===== src/rtl/core/clutb_pkg.sv =====
// ----------------------------------------------------------------------------
// clutb_pkg
// Types, codes and constants shared by the tile blitter modules.
// ----------------------------------------------------------------------------
package clutb_pkg;

	localparam int TILE_SIZE_DEF   = 8;
	localparam int FRAME_WIDTH_DEF = 320;

	localparam int TILE_COUNT  = 256;
	localparam int TILE_SLOTS  = 64;
	localparam int CLUT_DEPTH  = 256;
	localparam int MAX_Y_LIMIT = 1024;

	localparam int TILE_AW  = 8;
	localparam int OFFS_W   = 6;
	localparam int PIX_W    = 8;
	localparam int COLOUR_W = 16;
	localparam int POS_W    = 11;
	localparam int COORD_W  = 10;
	localparam int FH_W     = 11;
	localparam int STORE_AW = TILE_AW + OFFS_W;

	localparam int S_TDATA_W = 72;
	localparam int S_TUSER_W = 2;
	localparam int M_TDATA_W = 40;
	localparam int CFG_IDX_W = 1;
	localparam int CFG_DAT_W = 11;

	localparam logic [1:0] FUNC_LOAD_COLOUR = 2'd0;
	localparam logic [1:0] FUNC_LOAD_PIXEL  = 2'd1;
	localparam logic [1:0] FUNC_BLIT_OPAQUE = 2'd2;
	localparam logic [1:0] FUNC_BLIT_MASKED = 2'd3;

	localparam logic [CFG_IDX_W-1:0] REG_FRAME_HEIGHT = 1'd0;
	localparam logic [CFG_IDX_W-1:0] REG_TRANSPARENT  = 1'd1;

	localparam logic [FH_W-1:0] FRAME_HEIGHT_RST = 11'd320;
	localparam logic [PIX_W-1:0] TRANSPARENT_RST = 8'd0;

	typedef struct packed {
		logic                colour_we;
		logic [PIX_W-1:0]    colour_slot;
		logic [COLOUR_W-1:0] colour_word;
		logic                pixel_we;
		logic [STORE_AW-1:0] pixel_waddr;
		logic [PIX_W-1:0]    pixel_value;
		logic [TILE_AW-1:0]  query_tile;
		logic                pixel_re;
		logic [STORE_AW-1:0] pixel_raddr;
		logic                colour_re;
		logic [PIX_W-1:0]    colour_raddr;
	} mem_req_t;

	typedef struct packed {
		logic                present;
		logic [PIX_W-1:0]    pixel;
		logic [COLOUR_W-1:0] colour;
	} mem_rsp_t;

endpackage


===== src/rtl/core/clutb_seq.sv =====
// ----------------------------------------------------------------------------
// clutb_seq
// Blit sequencer: walks the tile with one shared clip unit and stages writes.
// ----------------------------------------------------------------------------
module clutb_seq
	import clutb_pkg::*;
#(
	parameter int TILE_SIZE   = TILE_SIZE_DEF,
	parameter int FRAME_WIDTH = FRAME_WIDTH_DEF
) (
	input  logic                 clk,
	input  logic                 arst_n,
	input  logic                 in_valid,
	output logic                 in_ready,
	input  logic [1:0]           func,
	input  logic [TILE_AW-1:0]   tile_index,
	input  logic [OFFS_W-1:0]    pixel_offset,
	input  logic [PIX_W-1:0]     pixel_value,
	input  logic [PIX_W-1:0]     palette_slot,
	input  logic [COLOUR_W-1:0]  colour_word,
	input  logic [POS_W-1:0]     pos_x,
	input  logic [POS_W-1:0]     pos_y,
	input  logic [FH_W-1:0]      frame_height,
	input  logic [PIX_W-1:0]     transparent_index,
	output mem_req_t             req,
	input  mem_rsp_t             rsp,
	output logic                 out_valid,
	input  logic                 out_ready,
	output logic [COORD_W-1:0]   out_x,
	output logic [COORD_W-1:0]   out_y,
	output logic [COLOUR_W-1:0]  out_colour,
	output logic                 last_write
);

	localparam int CW = (TILE_SIZE > 1) ? $clog2(TILE_SIZE) : 1;
	localparam logic [CW-1:0] CNT_LAST = CW'(TILE_SIZE - 1);
	localparam logic [POS_W-1:0] WLIM = POS_W'(FRAME_WIDTH);
	localparam logic [FH_W-1:0] HMAX = FH_W'(MAX_Y_LIMIT);

	typedef enum logic [4:0] {
		S_IDLE  = 5'b00001,
		S_PIX   = 5'b00010,
		S_LUT   = 5'b00100,
		S_PUT   = 5'b01000,
		S_FLUSH = 5'b10000
	} state_t;

	state_t state_q, state_d;
	logic [CW-1:0] tx_q, ty_q;
	logic hold_v_q, out_v_q;
	logic masked_q, last_q;
	logic [TILE_AW-1:0] tile_q;
	logic [POS_W-1:0] px_q, py_q;
	logic [COORD_W-1:0] cur_x_q, cur_y_q, hold_x_q, hold_y_q, out_x_q, out_y_q;
	logic [COLOUR_W-1:0] hold_c_q, out_c_q;

	logic in_accept, start, adv, ld_hold, ld_out, out_last_d, hold_clr;
	logic rd_pix, rd_clr, last_pix, pix_in, out_free;
	logic [POS_W:0] sx, sy;
	logic [FH_W-1:0] hlim;
	logic [OFFS_W-1:0] tile_off;

	assign in_ready  = (state_q == S_IDLE);
	assign in_accept = in_valid && in_ready;
	assign start = in_accept && func[1] && rsp.present;
	assign out_free = !out_v_q || out_ready;
	assign last_pix = (tx_q == CNT_LAST) && (ty_q == CNT_LAST);

	assign hlim = (frame_height > HMAX) ? HMAX : frame_height;
	assign sx = {px_q[POS_W-1], px_q} + (POS_W+1)'(tx_q);
	assign sy = {py_q[POS_W-1], py_q} + (POS_W+1)'(ty_q);
	assign pix_in = !sx[POS_W] && (sx[POS_W-1:0] < WLIM)
		&& !sy[POS_W] && (sy[POS_W-1:0] < hlim);
	assign tile_off = OFFS_W'(ty_q) * OFFS_W'(TILE_SIZE) + OFFS_W'(tx_q);

	always_comb begin
		state_d    = state_q;
		adv        = 1'b0;
		ld_hold    = 1'b0;
		ld_out     = 1'b0;
		out_last_d = 1'b0;
		hold_clr   = 1'b0;
		rd_pix     = 1'b0;
		rd_clr     = 1'b0;
		unique case (state_q)
			S_IDLE: begin
				if (start) state_d = S_PIX;
			end
			S_PIX: begin
				if (pix_in) begin
					rd_pix  = 1'b1;
					state_d = S_LUT;
				end else begin
					adv = 1'b1;
				end
			end
			S_LUT: begin
				if (masked_q && (rsp.pixel == transparent_index)) begin
					adv = 1'b1;
				end else begin
					rd_clr  = 1'b1;
					state_d = S_PUT;
				end
			end
			S_PUT: begin
				if (!hold_v_q) begin
					ld_hold = 1'b1;
					adv     = 1'b1;
				end else if (out_free) begin
					ld_out  = 1'b1;
					ld_hold = 1'b1;
					adv     = 1'b1;
				end
			end
			S_FLUSH: begin
				if (!hold_v_q) begin
					state_d = S_IDLE;
				end else if (out_free) begin
					ld_out     = 1'b1;
					out_last_d = 1'b1;
					hold_clr   = 1'b1;
					state_d    = S_IDLE;
				end
			end
			default: state_d = S_IDLE;
		endcase
		if (adv) state_d = last_pix ? S_FLUSH : S_PIX;
	end

	always_ff @(posedge clk or negedge arst_n) begin
		if (!arst_n) begin
			state_q  <= S_IDLE;
			tx_q     <= '0;
			ty_q     <= '0;
			hold_v_q <= 1'b0;
			out_v_q  <= 1'b0;
		end else begin
			state_q <= state_d;
			if (start) begin
				tx_q <= '0;
				ty_q <= '0;
			end else if (adv) begin
				if (tx_q == CNT_LAST) begin
					tx_q <= '0;
					ty_q <= ty_q + CW'(1);
				end else begin
					tx_q <= tx_q + CW'(1);
				end
			end
			if (ld_hold) hold_v_q <= 1'b1;
			else if (hold_clr) hold_v_q <= 1'b0;
			if (ld_out) out_v_q <= 1'b1;
			else if (out_ready) out_v_q <= 1'b0;
		end
	end

	always_ff @(posedge clk) begin
		if (start) begin
			tile_q   <= tile_index;
			masked_q <= (func == FUNC_BLIT_MASKED);
			px_q     <= pos_x;
			py_q     <= pos_y;
		end
		if (rd_pix) begin
			cur_x_q <= sx[COORD_W-1:0];
			cur_y_q <= sy[COORD_W-1:0];
		end
		if (ld_hold) begin
			hold_x_q <= cur_x_q;
			hold_y_q <= cur_y_q;
			hold_c_q <= rsp.colour;
		end
		if (ld_out) begin
			out_x_q <= hold_x_q;
			out_y_q <= hold_y_q;
			out_c_q <= hold_c_q;
			last_q  <= out_last_d;
		end
	end

	always_comb begin
		req.colour_we    = in_accept && (func == FUNC_LOAD_COLOUR);
		req.colour_slot  = palette_slot;
		req.colour_word  = colour_word;
		req.pixel_we     = in_accept && (func == FUNC_LOAD_PIXEL)
			&& ({1'b0, pixel_offset} < (OFFS_W+1)'(TILE_SIZE * TILE_SIZE));
		req.pixel_waddr  = {tile_index, pixel_offset};
		req.pixel_value  = pixel_value;
		req.query_tile   = tile_index;
		req.pixel_re     = rd_pix;
		req.pixel_raddr  = {tile_q, tile_off};
		req.colour_re    = rd_clr;
		req.colour_raddr = rsp.pixel;
	end

	assign out_valid  = out_v_q;
	assign out_x      = out_x_q;
	assign out_y      = out_y_q;
	assign out_colour = out_c_q;
	assign last_write = last_q;

endmodule


===== config.mk =====
export PLATFORM = sky130hd
export DESIGN_NAME = clutb_seq
export DESIGN_NICKNAME = d
export VERILOG_FILES = /design/src/rtl/core/clutb_pkg.sv /design/src/rtl/core/clutb_seq.sv
export SDC_FILE = /design/constraint.sdc
export NUM_CORES = 1
export LEC_CHECK = 0
export BUFFER_PORTS_ARGS = -buffer_cell sky130_fd_sc_hd__buf_2
export CORE_UTILIZATION = 39
export DETAILED_ROUTE_END_ITERATION = 7
export PLACE_DENSITY = 0.75
export SLEW_MARGIN = 25
export SYNTH_ARGS = -nofsm -noshare
export SYNTH_HDL_FRONTEND = slang
export SYNTH_SLANG_ARGS = --single-unit

===== constraint.sdc =====
create_clock -name clk -period 8.8 [get_ports clk]
set_input_delay 0.88 -clock clk [delete_from_list [all_inputs] [get_ports clk]]
set_output_delay 0.88 -clock clk [all_outputs]
set_load 0.05 [all_outputs]

==> out/qor.txt <==
status -> finished with violations
failing checks -> DRC
Clock Sinks -> 137
Gate power share -> 12.4%
Reg2Reg Launch Point -> ty_q[0]
Worst-Margin Slew -> 0.490 ns
global-route usage over all layers -> 15.4%
initial antenna violation count -> 0
FF+latch area -> 4050 sq um
Placed Cells -> 682
Top delay family on crit path -> adder cells
vias in the first global route -> 3,590
Util after Layout -> 48.6%
switching share of power -> 24.7%
first-pass GRT wire length -> 17,800 um
total core area -> 14,600 sq um
Buffers & Inverters on Critical Path -> 3
Internal -> 1.30 mW
port bufs -> 160
Post-CTS Repair Setup Buffers -> 0
Highest Clock Rate -> 209 MHz
share of cells above drive strength 1 -> 38.8%
cts repair resizes -> 0
final wirelength -> 11,600 um
maximum root-to-sink buffer count -> 2
CTS tree -> built
nets@finish -> 657
r2r setup slk -> 4.97 ns
Peak VDD IR -> 0.156 mV
pwr dens -> 243 nW/um^2
area grow syn2layout -> 20.3%
Fin Clk Skew -> 0.00760 ns
WP data required -> 7.92 ns
syn nets -> 544
Overflow after GRT -> 0
Die ar. -> 15,700 sq um
crit-path cells -> ha_1, inv_1, fa_1, inv_1, a21o_1, nand4_1, xnor2_1, ha_1, a21o_1, a21oi_1, o21ai_0, or4_1, nor2_1, o21ai_1, nor3_2, buf_2
DRT iter0 DRCs -> 317
CTS Buf Count -> 17
post-synth cell types -> 51
Rel. slew slack -> 67.3%
unrepaired setup endpoints after global routing -> no
routed vias -> 3,485
die height -> 125 um
Final Max Tran Viols -> 0
Layout fillers -> 1,294
TritonRoute pass-1 iters -> 6
Min-Delay Path Class -> in2async
Most used DFF post-synth -> edfxtp_1
Antenna Nets Post-Route -> 0
FP Rows -> 44
Post-synth EDFFs -> 124
DRC viols -> 36
share of power burned in registers -> 43.4%
largest net degree at the start of global routing -> 38
Seq cells post-synth -> 137
Final setup viols -> 0
fin cells -> 713
CTS hold repair buffers -> 0
clock share of power -> 44.2%
FF-to-FF End -> cur_x_q[5]
H-tree depth -> 4
number of max-cap violations -> 0
Arrival @ worst endpoint -> 3.90 ns
worst skew pair latency -> 0.42 ns
YS warnings -> 0
switching power -> 0.426 mW
antenna cell count -> 0
average size of a mapped cell -> 14.6 sq um
crit-path max FO -> 5
kind of critical path -> reg2out
critical path's largest stage delay -> 0.41 ns
RD Place Congestion -> 0.857
critical path's slowest cell -> dfrtp_1
post-synthesis async set-or-reset flop share -> 9.49%
Die X -> 125 um
most frequent cells in the layout -> 160 x buf_2, 124 x edfxtp_1, 33 x nand2_1
vias per cell -> 4.89
Routed wire per std cell -> 16.2 um
Reg2Reg Depth -> 16
sequential share of the synthesized area -> 68.5%
fin crit share -> 54.3%
Ports -> 237
post-DP HPWL -> 8660 um
Setup TNS -> 0 ns
Worst Slack Setup Final -> 4.02 ns
Leak Pwr -> 2.88 nW
Worst-path clk slew -> 0.06 ns
crit end category -> output port
Root Driver -> clkbuf_16
most common cell after layout, fill and taps aside -> buf_2
DP Worst Slack -> 4.46 ns
min cycle time layout -> 4.78 ns
CP startpoint kind -> flip-flop
Post-Synthesis Cell Area -> 5920 sq um
gate count of the mapped netlist -> 404
Hold Vio Cnt, Final -> 0
multi-input logic area -> 1330 sq um
Starting Density -> 40.4%
-- power by group through the flow --
stage / clock [mW] / sequential [mW] / combinational (mW)
floorplan: 0 / 0.788 / 0.176
global placement: 0 / 0.762 / 0.207
detailed placement: 0 / 0.764 / 0.215
CTS: 0.780 / 0.750 / 0.217
global route: 0.808 / 0.753 / 0.233
finish: 0.763 / 0.750 / 0.215
-- per-layer routing --
metal  up-vias  GRT usage [%]  routed length [um]  part of all wire [%]
li1       1633              -                   -                     -
met1      1638           15.6                4350                    38
met2       172           25.5                5650                    49
met3        42           7.15                1080                   9.3
met4         0           9.90                 489                   4.2
met5         -          0.619                   0                     0
-- synth_stat cells (2+ instances only) --
cell type / count / area (sq um)
edfxtp_1: 124 / 3720
buf_4: 64 / 480
nand2_1: 33 / 124
ha_1: 20 / 250
xnor2_1: 19 / 166
nor2_1: 13 / 48.8
dfrtp_1: 12 / 300
inv_1: 12 / 45.0
nor3_1: 9 / 45.0
a21oi_1: 8 / 40.0
mux2i_1: 8 / 80.1
nand4_1: 8 / 50.1
xor2_1: 8 / 70.1
o21ai_0: 6 / 30.0
a21o_1: 4 / 30.0
clkbuf_1: 4 / 15.0
nand3_1: 4 / 20.0
and3_1: 3 / 18.8
nand2b_1: 3 / 18.8
nor3b_1: 3 / 22.5
o21a_1: 3 / 22.5
a31oi_1: 2 / 12.5
fa_1: 2 / 40.0
nand3_2: 2 / 20.0
nand3b_1: 2 / 15.0
o21ai_1: 2 / 10.0
o22ai_1: 2 / 12.5
-- state kept, by name (all words and copies together) (netlist names), 10 cells and up --
signal	cells
out_colour	16
hold_y_q	10
cur_x_q	10
out_x	10
hold_x_q	10
hold_c_q	16
cur_y_q	10
out_y	10
py_q	11
px_q	11
-- area by class of cell --
class | instances | share of cell area (%)
Tap cell | 184 | 3.23
Sequential cell | 137 | 56.9
Clock buffer | 19 | 6.08
Clock inverter | 12 | 2.78
Inverter | 13 | 0.686
Multi-Input combinational cell | 184 | 18.6
Timing Repair Buffer | 164 | 11.7
-- worst reg2reg max path, delay by kind of cell, from the launching register on --
| kind | cells | cell delay [ns] |
|---|---|---|
| adder cells (fa/ha/maj) | 3 | 0.88 |
| buffers and inverters | 3 | 0.45 |
| AND/OR/NAND/NOR | 4 | 0.78 |
| AO/OA/AOI/OAI | 5 | 0.74 |
| flip-flops | 1 | 0.41 |
| XOR/XNOR | 1 | 0.23 |
-- per-stage QoR --
| stage | power (mW) | hold slack, ns | cell area, sq um |
|---|---|---|---|
| floorplan | 0.964 | 0.400 | 5920 |
| detailed placement | 0.979 | 0.405 | 6490 |
| finish | 1.73 | 0.342 | 7120 |
| global route | 1.79 | 0.342 | 7120 |
| global placement | 0.969 | 0.400 | 6490 |
| CTS | 1.75 | 0.334 | 7120 |
-- logic make-up (layout without fill, tap and decap cells) --
kind of cell | after synthesis | after routing | synth area share, %
DFF | 137 | 137 | 68.5
and+or+nand+nor | 93 | 93 | 8.19
buffers and inverters | 83 | 208 | 9.37
AOI/OAI and AO/OA | 34 | 34 | 3.72
xor gates and xnor gates | 27 | 27 | 4.00
adders and majority gates | 22 | 22 | 4.91
muxes | 8 | 8 | 1.35
-- worst max path at each step --
stage,from,end,cells after the start
2_1_floorplan,ty_q[0],req[23],16
3_3_place_gp,ty_q[0],req[23],16
3_5_place_dp,ty_q[0],req[23],16
4_1_cts,ty_q[0],req[23],16
5_1_grt,ty_q[1],req[23],14
6_report,ty_q[0],req[23],16
Power figures use the tool's default switching activity.
